`src/hw/rtl/repd_pkg.sv`:
```
// Shared types and constants of the rotary encoder and press decoder.
`default_nettype none

package repd_pkg;

   // Codes of the input event type field
   typedef enum logic [1:0] {
      REQ_CONTACT_A = 2'd0,
      REQ_CONTACT_B = 2'd1,
      REQ_SWITCH    = 2'd2,
      REQ_TICK      = 2'd3
   } req_code_type;

   // Classified item kinds between the front and the back
   typedef enum logic [1:0] {
      ITEM_ROTATE = 2'd0,
      ITEM_SWITCH = 2'd1,
      ITEM_TICK   = 2'd2
   } item_kind_type;

   // Press tracking phases
   typedef enum logic [1:0] {
      PHASE_IDLE    = 2'd0,
      PHASE_COUNT   = 2'd1,
      PHASE_RELEASE = 2'd2
   } phase_type;

   // Result event kinds
   localparam logic [1:0] EVT_ANTICLOCKWISE = 2'd0;
   localparam logic [1:0] EVT_CLOCKWISE     = 2'd1;
   localparam logic [1:0] EVT_SHORT_PRESS   = 2'd2;
   localparam logic [1:0] EVT_LONG_PRESS    = 2'd3;

   // Configuration register indexes
   localparam logic [2:0] CSR_EDGE_GAP_US       = 3'd0;
   localparam logic [2:0] CSR_STEPS_PER_REPORT  = 3'd1;
   localparam logic [2:0] CSR_DEBOUNCE_MS       = 3'd2;
   localparam logic [2:0] CSR_REPEAT_MS         = 3'd3;
   localparam logic [2:0] CSR_LONG_CHECKS       = 3'd4;
   localparam logic [2:0] CSR_PRESS_TAG         = 3'd5;
   localparam logic [2:0] CSR_ANTICLOCKWISE_TAG = 3'd6;
   localparam logic [2:0] CSR_CLOCKWISE_TAG     = 3'd7;

   // Configuration reset values
   localparam logic [19:0] RST_EDGE_GAP_US       = 20'd1000;
   localparam logic [7:0]  RST_STEPS_PER_REPORT  = 8'd4;
   localparam logic [15:0] RST_DEBOUNCE_MS       = 16'd150;
   localparam logic [15:0] RST_REPEAT_MS         = 16'd250;
   localparam logic [7:0]  RST_LONG_CHECKS       = 8'd4;
   localparam logic [7:0]  RST_PRESS_TAG         = 8'd0;
   localparam logic [7:0]  RST_ANTICLOCKWISE_TAG = 8'd1;
   localparam logic [7:0]  RST_CLOCKWISE_TAG     = 8'd2;

   localparam int TimeWidth = 48;

   // Classified item held in the queue
   typedef struct packed {
      item_kind_type          kind;
      logic                   anti;
      logic [TimeWidth-1:0]   now_us;
      logic                   sw;
   } item_type;

   // Queue push side
   typedef struct packed {
      logic     valid;
      item_type item;
   } push_type;

   // Configuration register set
   typedef struct packed {
      logic [19:0] edge_gap_us;
      logic [7:0]  steps_per_report;
      logic [15:0] debounce_ms;
      logic [15:0] repeat_ms;
      logic [7:0]  long_checks;
      logic [7:0]  press_tag;
      logic [7:0]  anticlockwise_tag;
      logic [7:0]  clockwise_tag;
   } cfg_type;

endpackage

`default_nettype wire

```
`src/hw/rtl/rotary_encoder_press_decoder_top.sv`:
```
// Top level of the rotary encoder and press decoder.
//
// Input channel (req_*): one event per item: contact A or B fall with a
// microsecond timestamp and contact levels, switch fall, or millisecond tick.
// Result channel (rsp_*): rotation reports on the encoder channel, short and
// long presses (long press flagged by rsp_to_gui).
// Configuration (csr_*): one register written per cycle with csr_write_enable;
// write only while no item is in flight.
// The front end classifies each item into a two-entry queue; the back end
// pops one item per cycle while no untaken result blocks it, and updates
// counters and press state as it pops the item. A result is presented the
// cycle after its item leaves the queue; one item is accepted every cycle
// while the result register drains.
// When the receiver stalls, the result register holds; the back end stops
// popping while an untaken result sits in it, and the input stops once the
// queue is full, two items later.
// Reset (synchronous, active high) clears counts, press state, the queue and
// the result register, and restores the configuration defaults.
`default_nettype none

module rotary_encoder_press_decoder_top (
   input  wire logic         clock,
   input  wire logic         reset,
   input  wire logic         req_valid,
   output logic              req_ready,
   input  wire logic [1:0]   req_type,
   input  wire logic [47:0]  req_now_us,
   input  wire logic         req_level_a,
   input  wire logic         req_level_b,
   input  wire logic         req_switch_pressed,
   output logic              rsp_valid,
   input  wire logic         rsp_ready,
   output logic [1:0]        rsp_event_kind,
   output logic [7:0]        rsp_event_tag,
   output logic              rsp_to_gui,
   input  wire logic         csr_write_enable,
   input  wire logic [2:0]   csr_index,
   input  wire logic [19:0]  csr_wdata
);
   import repd_pkg::*;

   cfg_type   cfg_ff, cfg_in;
   push_type  push;
   logic      queue_full;
   logic      q_valid;
   item_type  q_item;
   logic      q_pop;

   // Write configuration registers
   always_comb begin
      cfg_in = cfg_ff;
      if (csr_write_enable) begin
         case (csr_index)
            CSR_EDGE_GAP_US:       cfg_in.edge_gap_us       = csr_wdata;
            CSR_STEPS_PER_REPORT:  cfg_in.steps_per_report  = csr_wdata[7:0];
            CSR_DEBOUNCE_MS:       cfg_in.debounce_ms       = csr_wdata[15:0];
            CSR_REPEAT_MS:         cfg_in.repeat_ms         = csr_wdata[15:0];
            CSR_LONG_CHECKS:       cfg_in.long_checks       = csr_wdata[7:0];
            CSR_PRESS_TAG:         cfg_in.press_tag         = csr_wdata[7:0];
            CSR_ANTICLOCKWISE_TAG: cfg_in.anticlockwise_tag = csr_wdata[7:0];
            CSR_CLOCKWISE_TAG:     cfg_in.clockwise_tag     = csr_wdata[7:0];
            default: begin
            end
         endcase
      end
   end

   always_ff @(posedge clock) begin
      if (reset) begin
         cfg_ff.edge_gap_us       <= RST_EDGE_GAP_US;
         cfg_ff.steps_per_report  <= RST_STEPS_PER_REPORT;
         cfg_ff.debounce_ms       <= RST_DEBOUNCE_MS;
         cfg_ff.repeat_ms         <= RST_REPEAT_MS;
         cfg_ff.long_checks       <= RST_LONG_CHECKS;
         cfg_ff.press_tag         <= RST_PRESS_TAG;
         cfg_ff.anticlockwise_tag <= RST_ANTICLOCKWISE_TAG;
         cfg_ff.clockwise_tag     <= RST_CLOCKWISE_TAG;
      end else begin
         cfg_ff <= cfg_in;
      end
   end

   repd_front u_front (
      .req_valid          (req_valid),
      .req_ready          (req_ready),
      .req_type           (req_type),
      .req_now_us         (req_now_us),
      .req_level_a        (req_level_a),
      .req_level_b        (req_level_b),
      .req_switch_pressed (req_switch_pressed),
      .queue_full         (queue_full),
      .push               (push)
   );

   repd_queue u_queue (
      .clock     (clock),
      .reset     (reset),
      .push      (push),
      .full      (queue_full),
      .pop_valid (q_valid),
      .pop_item  (q_item),
      .pop       (q_pop)
   );

   repd_back u_back (
      .clock          (clock),
      .reset          (reset),
      .cfg            (cfg_ff),
      .item_valid     (q_valid),
      .item           (q_item),
      .item_pop       (q_pop),
      .rsp_valid      (rsp_valid),
      .rsp_ready      (rsp_ready),
      .rsp_event_kind (rsp_event_kind),
      .rsp_event_tag  (rsp_event_tag),
      .rsp_to_gui     (rsp_to_gui)
   );

endmodule

`default_nettype wire

```
`src/hw/rtl/repd_front.sv`:
```
// Front end: accepts input items and classifies them for the back end.
`default_nettype none

module repd_front (
   input  wire logic                      req_valid,
   output logic                           req_ready,
   input  wire logic [1:0]                req_type,
   input  wire logic [47:0]               req_now_us,
   input  wire logic                      req_level_a,
   input  wire logic                      req_level_b,
   input  wire logic                      req_switch_pressed,
   input  wire logic                      queue_full,
   output repd_pkg::push_type             push
);
   import repd_pkg::*;

   req_code_type code;

   assign code      = req_code_type'(req_type);
   assign req_ready = !queue_full;

   // Classify the event and derive the rotation direction
   always_comb begin
      push.valid       = req_valid && !queue_full;
      push.item.now_us = req_now_us;
      push.item.sw     = req_switch_pressed;
      push.item.anti   = (code == REQ_CONTACT_A) ? (req_level_a == req_level_b)
                                                 : (req_level_a != req_level_b);
      case (code)
         REQ_CONTACT_A: push.item.kind = ITEM_ROTATE;
         REQ_CONTACT_B: push.item.kind = ITEM_ROTATE;
         REQ_SWITCH:    push.item.kind = ITEM_SWITCH;
         REQ_TICK:      push.item.kind = ITEM_TICK;
         default:       push.item.kind = ITEM_TICK;
      endcase
   end

endmodule

`default_nettype wire

```
`src/hw/rtl/repd_queue.sv`:
```
// Two-entry queue of classified items between the front and back ends.
`default_nettype none

module repd_queue (
   input  wire logic                clock,
   input  wire logic                reset,
   input  wire repd_pkg::push_type  push,
   output logic                     full,
   output logic                     pop_valid,
   output repd_pkg::item_type       pop_item,
   input  wire logic                pop
);
   import repd_pkg::*;

   item_type    entries_ff [2];
   logic        wr_ptr_ff, wr_ptr_in;
   logic        rd_ptr_ff, rd_ptr_in;
   logic [1:0]  count_ff, count_in;
   logic        do_push, do_pop;

   assign full      = (count_ff == 2'd2);
   assign pop_valid = (count_ff != 2'd0);
   assign pop_item  = entries_ff[rd_ptr_ff];
   assign do_push   = push.valid && !full;
   assign do_pop    = pop && pop_valid;

   // Advance pointers and occupancy
   always_comb begin
      wr_ptr_in = do_push ? ~wr_ptr_ff : wr_ptr_ff;
      rd_ptr_in = do_pop  ? ~rd_ptr_ff : rd_ptr_ff;
      count_in  = count_ff;
      if (do_push && !do_pop) begin
         count_in = count_ff + 2'd1;
      end else if (!do_push && do_pop) begin
         count_in = count_ff - 2'd1;
      end
   end

   always_ff @(posedge clock) begin
      if (reset) begin
         wr_ptr_ff <= 1'b0;
         rd_ptr_ff <= 1'b0;
         count_ff  <= 2'd0;
      end else begin
         wr_ptr_ff <= wr_ptr_in;
         rd_ptr_ff <= rd_ptr_in;
         count_ff  <= count_in;
      end
   end

   // Store the pushed item
   always_ff @(posedge clock) begin
      if (do_push) begin
         entries_ff[wr_ptr_ff] <= push.item;
      end
   end

endmodule

`default_nettype wire

```
`src/hw/rtl/repd_back.sv`:
```
// Back end: rotation counting, press tracking and the result register.
`default_nettype none

module repd_back (
   input  wire logic                clock,
   input  wire logic                reset,
   input  wire repd_pkg::cfg_type   cfg,
   input  wire logic                item_valid,
   input  wire repd_pkg::item_type  item,
   output logic                     item_pop,
   output logic                     rsp_valid,
   input  wire logic                rsp_ready,
   output logic [1:0]               rsp_event_kind,
   output logic [7:0]               rsp_event_tag,
   output logic                     rsp_to_gui
);
   import repd_pkg::*;

   logic [TimeWidth-1:0] last_edge_ff, last_edge_in;
   logic [7:0]           anti_cnt_ff, anti_cnt_in;
   logic [7:0]           cw_cnt_ff, cw_cnt_in;
   phase_type            phase_ff, phase_in;
   logic [15:0]          countdown_ff, countdown_in;
   logic [7:0]           held_ff, held_in;

   logic                 rsp_valid_ff, rsp_valid_in;
   logic [1:0]           kind_ff, kind_in;
   logic [7:0]           tag_ff, tag_in;
   logic                 gui_ff, gui_in;

   logic                 take;
   logic                 emit;
   logic [1:0]           emit_kind;
   logic [7:0]           emit_tag;
   logic                 emit_gui;
   logic [TimeWidth:0]   gap_limit;
   logic                 gap_ok;
   logic [7:0]           anti_inc, cw_inc;

   assign take     = item_valid && (!rsp_valid_ff || rsp_ready);
   assign item_pop = take;

   assign gap_limit = {1'b0, last_edge_ff} + {{(TimeWidth - 19){1'b0}}, cfg.edge_gap_us};
   assign gap_ok    = {1'b0, item.now_us} > gap_limit;
   assign anti_inc  = (anti_cnt_ff == 8'hFF) ? anti_cnt_ff : anti_cnt_ff + 8'd1;
   assign cw_inc    = (cw_cnt_ff == 8'hFF) ? cw_cnt_ff : cw_cnt_ff + 8'd1;

   // Update decoder state for the item at the head of the queue
   always_comb begin
      last_edge_in = last_edge_ff;
      anti_cnt_in  = anti_cnt_ff;
      cw_cnt_in    = cw_cnt_ff;
      phase_in     = phase_ff;
      countdown_in = countdown_ff;
      held_in      = held_ff;
      emit         = 1'b0;
      emit_kind    = EVT_ANTICLOCKWISE;
      emit_tag     = cfg.anticlockwise_tag;
      emit_gui     = 1'b0;
      if (take) begin
         case (item.kind)
            ITEM_ROTATE: begin
               if (gap_ok) begin
                  last_edge_in = item.now_us;
                  if (item.anti) begin
                     anti_cnt_in = anti_inc;
                     if (anti_inc >= cfg.steps_per_report) begin
                        anti_cnt_in = 8'd0;
                        cw_cnt_in   = 8'd0;
                        emit        = 1'b1;
                     end
                  end else begin
                     cw_cnt_in = cw_inc;
                     if (cw_inc >= cfg.steps_per_report) begin
                        anti_cnt_in = 8'd0;
                        cw_cnt_in   = 8'd0;
                        emit        = 1'b1;
                        emit_kind   = EVT_CLOCKWISE;
                        emit_tag    = cfg.clockwise_tag;
                     end
                  end
               end
            end
            ITEM_SWITCH: begin
               if (phase_ff != PHASE_COUNT && phase_ff != PHASE_RELEASE) begin
                  phase_in     = PHASE_COUNT;
                  countdown_in = cfg.debounce_ms;
                  held_in      = 8'd0;
               end
            end
            ITEM_TICK: begin
               if (phase_ff == PHASE_COUNT) begin
                  if (countdown_ff > 16'd1) begin
                     countdown_in = countdown_ff - 16'd1;
                  end else if (!item.sw) begin
                     countdown_in = 16'd0;
                     phase_in     = PHASE_IDLE;
                     held_in      = 8'd0;
                     emit         = 1'b1;
                     emit_kind    = EVT_SHORT_PRESS;
                     emit_tag     = cfg.press_tag;
                  end else if (held_ff >= cfg.long_checks) begin
                     countdown_in = 16'd0;
                     phase_in     = PHASE_RELEASE;
                     held_in      = 8'd0;
                  end else begin
                     held_in      = (held_ff == 8'hFF) ? held_ff : held_ff + 8'd1;
                     countdown_in = cfg.repeat_ms;
                  end
               end else if (phase_ff == PHASE_RELEASE) begin
                  if (!item.sw) begin
                     phase_in  = PHASE_IDLE;
                     emit      = 1'b1;
                     emit_kind = EVT_LONG_PRESS;
                     emit_tag  = cfg.press_tag;
                     emit_gui  = 1'b1;
                  end
               end
            end
            default: begin
            end
         endcase
      end
   end

   // Load the result register, or drop its item once taken
   always_comb begin
      rsp_valid_in = rsp_valid_ff;
      kind_in      = kind_ff;
      tag_in       = tag_ff;
      gui_in       = gui_ff;
      if (rsp_valid_ff && rsp_ready) begin
         rsp_valid_in = 1'b0;
      end
      if (emit) begin
         rsp_valid_in = 1'b1;
         kind_in      = emit_kind;
         tag_in       = emit_tag;
         gui_in       = emit_gui;
      end
   end

   always_ff @(posedge clock) begin
      if (reset) begin
         last_edge_ff <= '0;
         anti_cnt_ff  <= 8'd0;
         cw_cnt_ff    <= 8'd0;
         phase_ff     <= PHASE_IDLE;
         countdown_ff <= 16'd0;
         held_ff      <= 8'd0;
         rsp_valid_ff <= 1'b0;
      end else begin
         last_edge_ff <= last_edge_in;
         anti_cnt_ff  <= anti_cnt_in;
         cw_cnt_ff    <= cw_cnt_in;
         phase_ff     <= phase_in;
         countdown_ff <= countdown_in;
         held_ff      <= held_in;
         rsp_valid_ff <= rsp_valid_in;
      end
   end

   always_ff @(posedge clock) begin
      kind_ff <= kind_in;
      tag_ff  <= tag_in;
      gui_ff  <= gui_in;
   end

   assign rsp_valid      = rsp_valid_ff;
   assign rsp_event_kind = kind_ff;
   assign rsp_event_tag  = tag_ff;
   assign rsp_to_gui     = gui_ff;

endmodule

`default_nettype wire
```
`config.mk`:
```
export PLATFORM = sky130hd
export DESIGN_NAME = rotary_encoder_press_decoder_top
export DESIGN_NICKNAME = d
export VERILOG_FILES = /design/src/hw/rtl/repd_pkg.sv /design/src/hw/rtl/rotary_encoder_press_decoder_top.sv /design/src/hw/rtl/repd_front.sv /design/src/hw/rtl/repd_queue.sv /design/src/hw/rtl/repd_back.sv
export SDC_FILE = /design/constraint.sdc
export NUM_CORES = 1
export LEC_CHECK = 0
export BUFFER_PORTS_ARGS = -buffer_cell sky130_fd_sc_hd__buf_2
export CAP_MARGIN = 10
export CORE_ASPECT_RATIO = 0.75
export CORE_UTILIZATION = 55
export CTS_CLUSTER_SIZE = 28
export DETAILED_ROUTE_END_ITERATION = 10
export GPL_TIMING_DRIVEN = 0
export PLACE_DENSITY_LB_ADDON = 0.3
export SETUP_SLACK_MARGIN = 0.15
export SYNTH_ARGS = -nofsm -noshare
export SYNTH_HDL_FRONTEND = slang
export SYNTH_SLANG_ARGS = --single-unit
export TNS_END_PERCENT = 1
```
`constraint.sdc`:
```
create_clock -name clock -period 6.6 [get_ports clock]
set_clock_uncertainty 0.05 [all_clocks]
set_input_delay 1.32 -clock clock [delete_from_list [all_inputs] [get_ports clock]]
set_output_delay 1.32 -clock clock [all_outputs]
set_load 0.005 [all_outputs]
```
==> insert_results.sql, run 1 <==
INSERT INTO impl_metrics (metric_group, metric, value, unit) VALUES
('placement', 'post_dp_cell_area', '0.0164', 'sq mm'),
('run_status', 'outcome', 'complete, no violations', ''),
('die', 'dieArea', '0.0288', 'sq mm'),
('routing', 'drt-pass1-iter-count', '5', ''),
('power', 'ir_drop', '0.228', 'mV'),
('clock_network', 'cts_num_sinks', '303', ''),
('die', 'die_height', '147', 'um'),
('power', 'leakagePower', '6.54', 'nW'),
('die', 'row_count', '52', ''),
('clock_network', 'cts.path.max_buffers', '3', ''),
('layout', 'mostFrequentLayoutCell', 'nand2_1', ''),
('sta', 'rsz_0062_raised_after_global_routing', 'false', ''),
('clock_network', 'worstSkewPairLatency', '0.56', 'ns'),
('clock_network', 'cts_tree', 'yes', ''),
('die', 'io_pins', '94', ''),
('routing', 'final_routed_drc_violation_total', '0', ''),
('placement', 'globalplace.congestion', '0.949', ''),
('layout', 'relative_area_change_from_synthesis_to_final_layout', '12.0', '%'),
('placement', 'dp.cells', '2041', ''),
('routing', 'routed_wirelength', '41.1', 'mm'),
('sta', 'slew_at_the_pin_closest_to_its_max_slew_limit', '1.31', 'ns'),
('die', 'die_w', '196', 'um'),
('global_route', 'globalRoute.totalOverflow', '0', ''),
('clock_network', 'cts_root_buffer', 'clkbuf_16', ''),
('power', 'power.total', '6.21', 'mW'),
('layout', 'drive_gt1_share', '12.5', '%'),
('clock_network', 'htree_num_levels', '1', ''),
('synthesis', 'ys_seq_elements', '303', ''),
('sta', 'clock.fmax', '0.161', 'GHz'),
('critical_path', 'critPathCaptureType', 'register', ''),
('sta', 'period_share', '93.9', '%'),
('synthesis', 'synth.lib_cells_used.distinct', '77', ''),
('die', 'core_region_area', '0.0273', 'sq mm'),
('global_route', 'grt_pass1_wl', '64.1', 'mm'),
('sta', 'setup_viol', '0', ''),
('critical_path', 'cp_max_fo', '10', ''),
('routing', 'detailroute.via_count', '12600', ''),
('critical_path', 'timing_worst_setup_path_type', 'reg2reg', ''),
('global_route', 'grtUsageTotal', '28.4', '%'),
('sta', 'setup_total_negative_slack', '0', 'ns'),
('synthesis', 'synth_edf_count', '115', ''),
('run', 'max_cap_violations', '0', ''),
('layout', 'final_area', '0.0173', 'sq mm'),
('sta', 'post-route-min-period', '6.19', 'ns'),
('placement', 'hpwlAfterDp', '30.5', 'mm'),
('synthesis', 'ys.warnings.count', '0', ''),
('clock_network', 'cts-buffers-inserted', '29', ''),
('clock_network', 'clk_pin_slew', '0.06', 'ns'),
('layout', 'final_nets', '1906', ''),
('sta', 'hold_violations', '0', ''),
('routing', 'vias_per_cell', '6.01', ''),
('synthesis', 'dominantRegCellSynth', 'dfxtp_1', ''),
('routing', 'm1WireLength', '19.6', 'mm'),
('sta', 'holdWs', '0.402', 'ns'),
('global_route', 'grt_max_degree', '39', ''),
('global_route', 'grt_antenna_before_repair', '2', ''),
('critical_path', 'cp_data_arrival_time', '6.55', 'ns'),
('layout', 'fin_cells', '2097', ''),
('routing', 'dr.max_layer_used', 'met4', ''),
('routing', 'wl_per_cell', '19.6', 'um'),
('synthesis', 'sequential_element_share_of_the_synthesized_area', '46.6', '%'),
('global_route', 'first_global_vias', '11500', ''),
('routing', 'met3_length', '3.55', 'mm'),
('routing', 'ant_nets', '0', ''),
('sta', 'finalMaxSlewViolations', '0', ''),
('min_path', 'hold_class', 'reg2reg', ''),
('layout', 'layout.cells.most_common_list', 'nand2_1, dfxtp_1, a21oi_1', ''),
('synthesis', 'synth-async-reset-ratio', '0', '%'),
('routing', 'met2_length', '17.1', 'mm'),
('critical_path', 'setup.worst_path.start_class', 'register', ''),
('sta', 'slew-limit-headroom', '12.2', '%'),
('synthesis', 'netlist_area', '0.0155', 'sq mm'),
('synthesis', 'synthesis.instances', '1604', ''),
('synthesis', 'synth.avg_cell_area', '9.66', 'sq um'),
('critical_path', 'critical_path_required', '6.96', 'ns'),
('power', 'power_dens_cells', '358', 'mW/mm^2'),
('placement', 'port-buffer-count', '83', ''),
('die', 'initial_standard_cell_utilization_of_the_core', '56.7', '%'),
('routing', 'detail_route.iter0.violations', '1360', ''),
('synthesis', 'syn_nets', '1789', '');
worst max-delay path: stages (launching register included):
cell      delay, ns
dfxtp_1        0.30
clkbuf_1       0.46
clkbuf_1       0.66
buf_1          0.65
mux2_2         0.47
ha_1           0.34
and3_1         0.20
a211oi_1       0.21
a21boi_1       0.13
o41ai_1        0.74
nand4_1        0.44
a31oi_1        1.04
a221o_1        0.34
power by group:
group | total, mW | leakage (nW) | internal [mW] | switching (mW)
Combinational | 2.28 | 3.52 | 0.902 | 1.38
Sequential | 2.32 | 2.59 | 2.18 | 0.139
Clock | 1.62 | 0.426 | 0.906 | 0.710
cell families after synthesis:
| group | synth area share (%) |
|---|---|
| AOI/OAI and AO/OA | 12.4 |
| xor gates and xnor gates | 3.68 |
| adders and majority gates | 8.45 |
| buffers and inverters | 3.10 |
| DFF | 46.6 |
| muxes | 7.46 |
| and+or+nand+nor | 18.3 |
layout make-up:
cell class                      count  area [sq um]
Multi-Input combinational cell   1184          7820
Clock inverter                     11           116
Fill cell                        2244          9980
Antenna cell                        2          5.00
Timing Repair Buffer               86           475
Clock buffer                       43           788
Tap cell                          351           439
Inverter                           44           165
Buffer                             73           315
Sequential cell                   303          7220
timing repair:
action                                  4_1_cts  5_1_grt
endpoints found under the setup margin       11       37
gates resized for setup                       1        3
buffers inserted                              0        0
pin swaps                                     0        1
hold buffers                                  0        0
cells in the mapped netlist (6+ instances only):
| library cell | count | share of area [%] |
|---|---|---|
| nand2_1 | 252 | 6.1 |
| dfxtp_1 | 188 | 24 |
| a21oi_1 | 153 | 4.9 |
| nor2_1 | 119 | 2.9 |
| edfxtp_1 | 115 | 22 |
| ha_1 | 103 | 8.3 |
| mux2i_1 | 58 | 3.7 |
| clkbuf_1 | 51 | 1.2 |
| mux2_2 | 51 | 3.7 |
| inv_1 | 43 | 1.0 |
| nand3_1 | 41 | 1.3 |
| xor2_1 | 35 | 2.0 |
| o21ai_0 | 34 | 1.1 |
| xnor2_1 | 30 | 1.7 |
| nand4_1 | 28 | 1.1 |
| nor3_1 | 26 | 0.84 |
| and3_1 | 22 | 0.89 |
| a21o_1 | 21 | 1.0 |
| nand2b_1 | 19 | 0.77 |
| nand3b_1 | 19 | 0.92 |
| nor2b_1 | 16 | 0.65 |
| and2_1 | 15 | 0.61 |
| a211oi_1 | 11 | 0.53 |
| nor4_1 | 11 | 0.44 |
| o211ai_1 | 9 | 0.44 |
| a221o_1 | 8 | 0.52 |
| clkbuf_2 | 8 | 0.26 |
| buf_2 | 7 | 0.23 |
| o41ai_1 | 7 | 0.40 |
| a41o_1 | 6 | 0.39 |
| o21ai_1 | 6 | 0.19 |
flip-flops by register name (all words and copies together), names as in the netlist, named ones only:
name                   flops
u_back.rsp_event_kind      2
u_back.cw_cnt_ff           8
u_back.countdown_ff       16
u_queue.wr_ptr_ff          1
u_back.last_edge_ff       48
cfg_ff                    92
u_back.rsp_event_tag       8
u_queue.rd_ptr_ff          1
u_back.anti_cnt_ff         8
u_back.rsp_valid           1
u_back.rsp_to_gui          1
u_back.phase_ff            2
u_queue.entries_ff       104
u_back.held_ff             8
u_queue.count_ff           2
routing by layer:
layer | GRT usage (%) | vias up
met1 | 44.4 | 6034
met2 | 40.3 | 524
li1 | - | 5981
met3 | 4.91 | 57
met5 | 0 | -
met4 | 6.60 | 0
per-stage QoR:
step	utilization, %	setup WS [ns]
floorplan	-	1.75
CTS	63.4	0.152
finish	63.5	0.405
global placement	59.8	0.0952
global route	63.5	0.178
detailed placement	60.1	0.00543
path summary, 6_finish.rpt:
path | from | to | slack [ns] | depth (start not counted)
max | register | u_back.rsp_event_tag[0] | 0.41 | 12
max reg2reg | register | u_back.rsp_event_tag[0] | 0.41 | 12
min reg2reg | cfg_ff[17] | cfg_ff[17] | 0.40 | 2
min | cfg_ff[17] | cfg_ff[17] | 0.40 | 2
Power figures use the tool's default switching activity.
==> inputs of run 2 (changes only) <==
--- a/config.mk
+++ b/config.mk
@@ -8,7 +8,7 @@
 export BUFFER_PORTS_ARGS = -buffer_cell sky130_fd_sc_hd__buf_2
 export CAP_MARGIN = 10
 export CORE_ASPECT_RATIO = 0.75
-export CORE_UTILIZATION = 55
+export CORE_UTILIZATION = 45
 export CTS_CLUSTER_SIZE = 28
 export DETAILED_ROUTE_END_ITERATION = 10
 export GPL_TIMING_DRIVEN = 0
==> run 2 against run 1 <==
Against the previous run:
- die area increased by 22%
- sequential power hardly changed
- core utilization fell by 11 points
- non-clock buffer count unchanged
- routed wire length decreased by 2.6%
- register-to-register slack better by 0.14 ns
- critical path depth is 11 higher
- first-iteration DRC count decreased by 18%
- total power rose by 3.8%
- clock power grew 14%
- largest power group unchanged
==> insert_results.sql, run 2 (synthesis gave the netlist of run 1 again) <==
INSERT INTO impl_metrics (metric_group, metric, value, unit) VALUES
('run_status', 'outcome', 'complete, no violations', ''),
('routing', 'detailroute.via_count', '12300', ''),
('routing', 'vias_per_cell', '5.59', ''),
('clock_network', 'worstSkewPairLatency', '0.58', 'ns'),
('layout', 'largest_registers', 'u_queue.entries_ff: 104 flops, cfg_ff: 92 flops, u_back.last_edge_ff: 48 flops', ''),
('sta', 'clock.fmax', '0.165', 'GHz'),
('routing', 'dr.max_layer_used', 'met4', ''),
('sta', 'hold_violations', '0', ''),
('clock_network', 'cts_tree', 'yes', ''),
('sta', 'setup_viol', '0', ''),
('critical_path', 'cp_data_arrival_time', '6.29', 'ns'),
('sta', 'post-route-min-period', '6.05', 'ns'),
('routing', 'met2_length', '17.5', 'mm'),
('global_route', 'globalRoute.totalOverflow', '0', ''),
('clock_network', 'cts-buffers-inserted', '31', ''),
('sta', 'setup_total_negative_slack', '0', 'ns'),
('global_route', 'first_global_vias', '11600', ''),
('clock_network', 'cts_num_sinks', '303', ''),
('layout', 'mostFrequentLayoutCell', 'nand2_1', ''),
('layout', 'relative_area_change_from_synthesis_to_final_layout', '13.6', '%'),
('placement', 'hpwlAfterDp', '29.3', 'mm'),
('clock_network', 'ctsHoldBuffers', '0', ''),
('critical_path', 'critPathCaptureType', 'register', ''),
('critical_path', 'timing.critical_path.max_delay_family', 'simple AND/OR/NAND/NOR gates', ''),
('global_route', 'grt_max_degree', '30', ''),
('placement', 'dp.cells', '2140', ''),
('placement', 'globalplace.congestion', '0.915', ''),
('global_route', 'grt_pass1_wl', '63.1', 'mm'),
('routing', 'drt-pass1-iter-count', '5', ''),
('sta', 'rsz_0062_raised_after_global_routing', 'false', ''),
('routing', 'final_routed_drc_violation_total', '0', ''),
('die', 'dieArea', '0.0352', 'sq mm'),
('sta', 'finalMaxSlewViolations', '0', ''),
('routing', 'detail_route.iter0.violations', '1114', ''),
('sta', 'slew_at_the_pin_closest_to_its_max_slew_limit', '1.18', 'ns'),
('critical_path', 'timing.critical_path.slowest_cell_delay', '0.39', 'ns'),
('critical_path', 'critical_path.slowest_cell', 'fa_1', ''),
('routing', 'routed_wirelength', '40.1', 'mm'),
('global_route', 'grt_antenna_before_repair', '1', ''),
('sta', 'period_share', '91.7', '%'),
('power', 'ir_drop', '0.277', 'mV'),
('die', 'initial_standard_cell_utilization_of_the_core', '46.0', '%'),
('critical_path', 'cp_cell_sequence', 'ha_1 -> inv_1 -> fa_1 -> nor2b_1 -> o31a_1 -> a21oi_1 -> a211oi_2 -> o211ai_1 -> or2_2 -> clkbuf_1 -> nor2_1 -> xnor2_1 -> ha_1 -> nand4_1 -> nor3_1 -> nor4b_1 -> nand4_1 -> and3_1 -> and3_1 -> clkbuf_1 -> buf_2 -> a41oi_1 -> inv_2', ''),
('sta', 'fin_ws', '0.548', 'ns'),
('routing', 'ant_nets', '0', ''),
('die', 'die_w', '216', 'um'),
('placement', 'port-buffer-count', '83', ''),
('routing', 'm1WireLength', '19.0', 'mm'),
('die', 'io_pins', '94', ''),
('clock_network', 'clk_pin_slew', '0.06', 'ns'),
('routing', 'wl_per_cell', '18.2', 'um'),
('run', 'max_cap_violations', '0', ''),
('power', 'leakagePower', '6.63', 'nW'),
('placement', 'post-place-ws', '0.370', 'ns'),
('critical_path', 'critical_path_buf_inv_count', '5', ''),
('layout', 'drive_gt1_share', '13.2', '%'),
('layout', 'top_register', 'u_queue.entries_ff', ''),
('sta', 'slew-limit-headroom', '20.7', '%'),
('global_route', 'grtUsageTotal', '22.6', '%'),
('critical_path', 'critical_path_required', '6.84', 'ns'),
('layout', 'final_nets', '1908', ''),
('critical_path', 'timing_worst_setup_path_type', 'reg2reg', ''),
('die', 'row_count', '58', ''),
('clock_network', 'htree_num_levels', '1', ''),
('layout', 'layout.cells.most_common_list', 'nand2_1, dfxtp_1, a21oi_1', ''),
('min_path', 'hold_class', 'reg2reg', ''),
('die', 'core_region_area', '0.0337', 'sq mm'),
('critical_path', 'cp_max_fo', '11', ''),
('critical_path', 'setup.worst_path.start_class', 'register', ''),
('layout', 'fin_cells', '2199', ''),
('power', 'power_dens_cells', '366', 'mW/mm^2'),
('layout', 'largest_reg_flops', '104', ''),
('routing', 'met3_length', '2.68', 'mm'),
('die', 'die_height', '163', 'um'),
('clock_network', 'cts_root_buffer', 'clkbuf_16', ''),
('clock_network', 'cts.path.max_buffers', '3', '');
## run 2: final timing paths
| path | endpoint | slack (ns) | start | depth (start not counted) |
|---|---|---|---|---|
| hold / removal | cfg_ff[23] | 0.40 | cfg_ff[23] | 2 |
| hold reg to reg | cfg_ff[23] | 0.40 | cfg_ff[23] | 2 |
| setup reg to reg | u_back.rsp_event_tag[1] | 0.55 | cfg_ff[72] | 23 |
| setup / recovery | u_back.rsp_event_tag[1] | 0.55 | cfg_ff[72] | 23 |
## run 2: repair_timing
item	in CTS	in global routing
setup buffers	0	0
hold endpoints to repair	0	0
gates resized for setup	0	4
endpoints found under the setup margin	0	30
## run 2: final cells by class
class / count / area [sq um]
diodes: 1 / 2.50
plain buffers: 73 / 315
clock buffers: 36 / 805
clock inverters: 22 / 258
fillers: 3066 / 16100
inverters: 44 / 165
multi-input cells: 1184 / 7810
flip-flops and latches: 303 / 7220
well taps: 450 / 563
repair buffers: 86 / 460
## run 2: metal layers
metal  up-vias  global-route usage (%)
li1       5983                       -
met1      5885                    32.9
met2       381                    34.6
met3        54                    3.79
met4         0                    5.51
met5         -                       0
## run 2: tightest hold or removal path: stages, from the launching register on
cell     delay [ns]
dfxtp_1        0.31
nand2_1        0.05
a21oi_1        0.05
## run 2: per-stage QoR
step,area (sq um),util [%],total power [mW],hold WS (ns)
finish,17600,52.3,6.45,0.403
global route,17600,52.3,6.81,0.417
CTS,17600,52.2,6.44,0.402
detailed placement,16500,49.1,4.59,0.393
global placement,16500,48.9,4.53,0.389
floorplan,15500,-,3.97,0.382
## run 2: report_power, final
part | internal [mW] | switching (mW) | leakage, nW
clock | 1.07 | 0.765 | 0.513
sequential | 2.18 | 0.134 | 2.59
combinational | 0.894 | 1.40 | 3.52
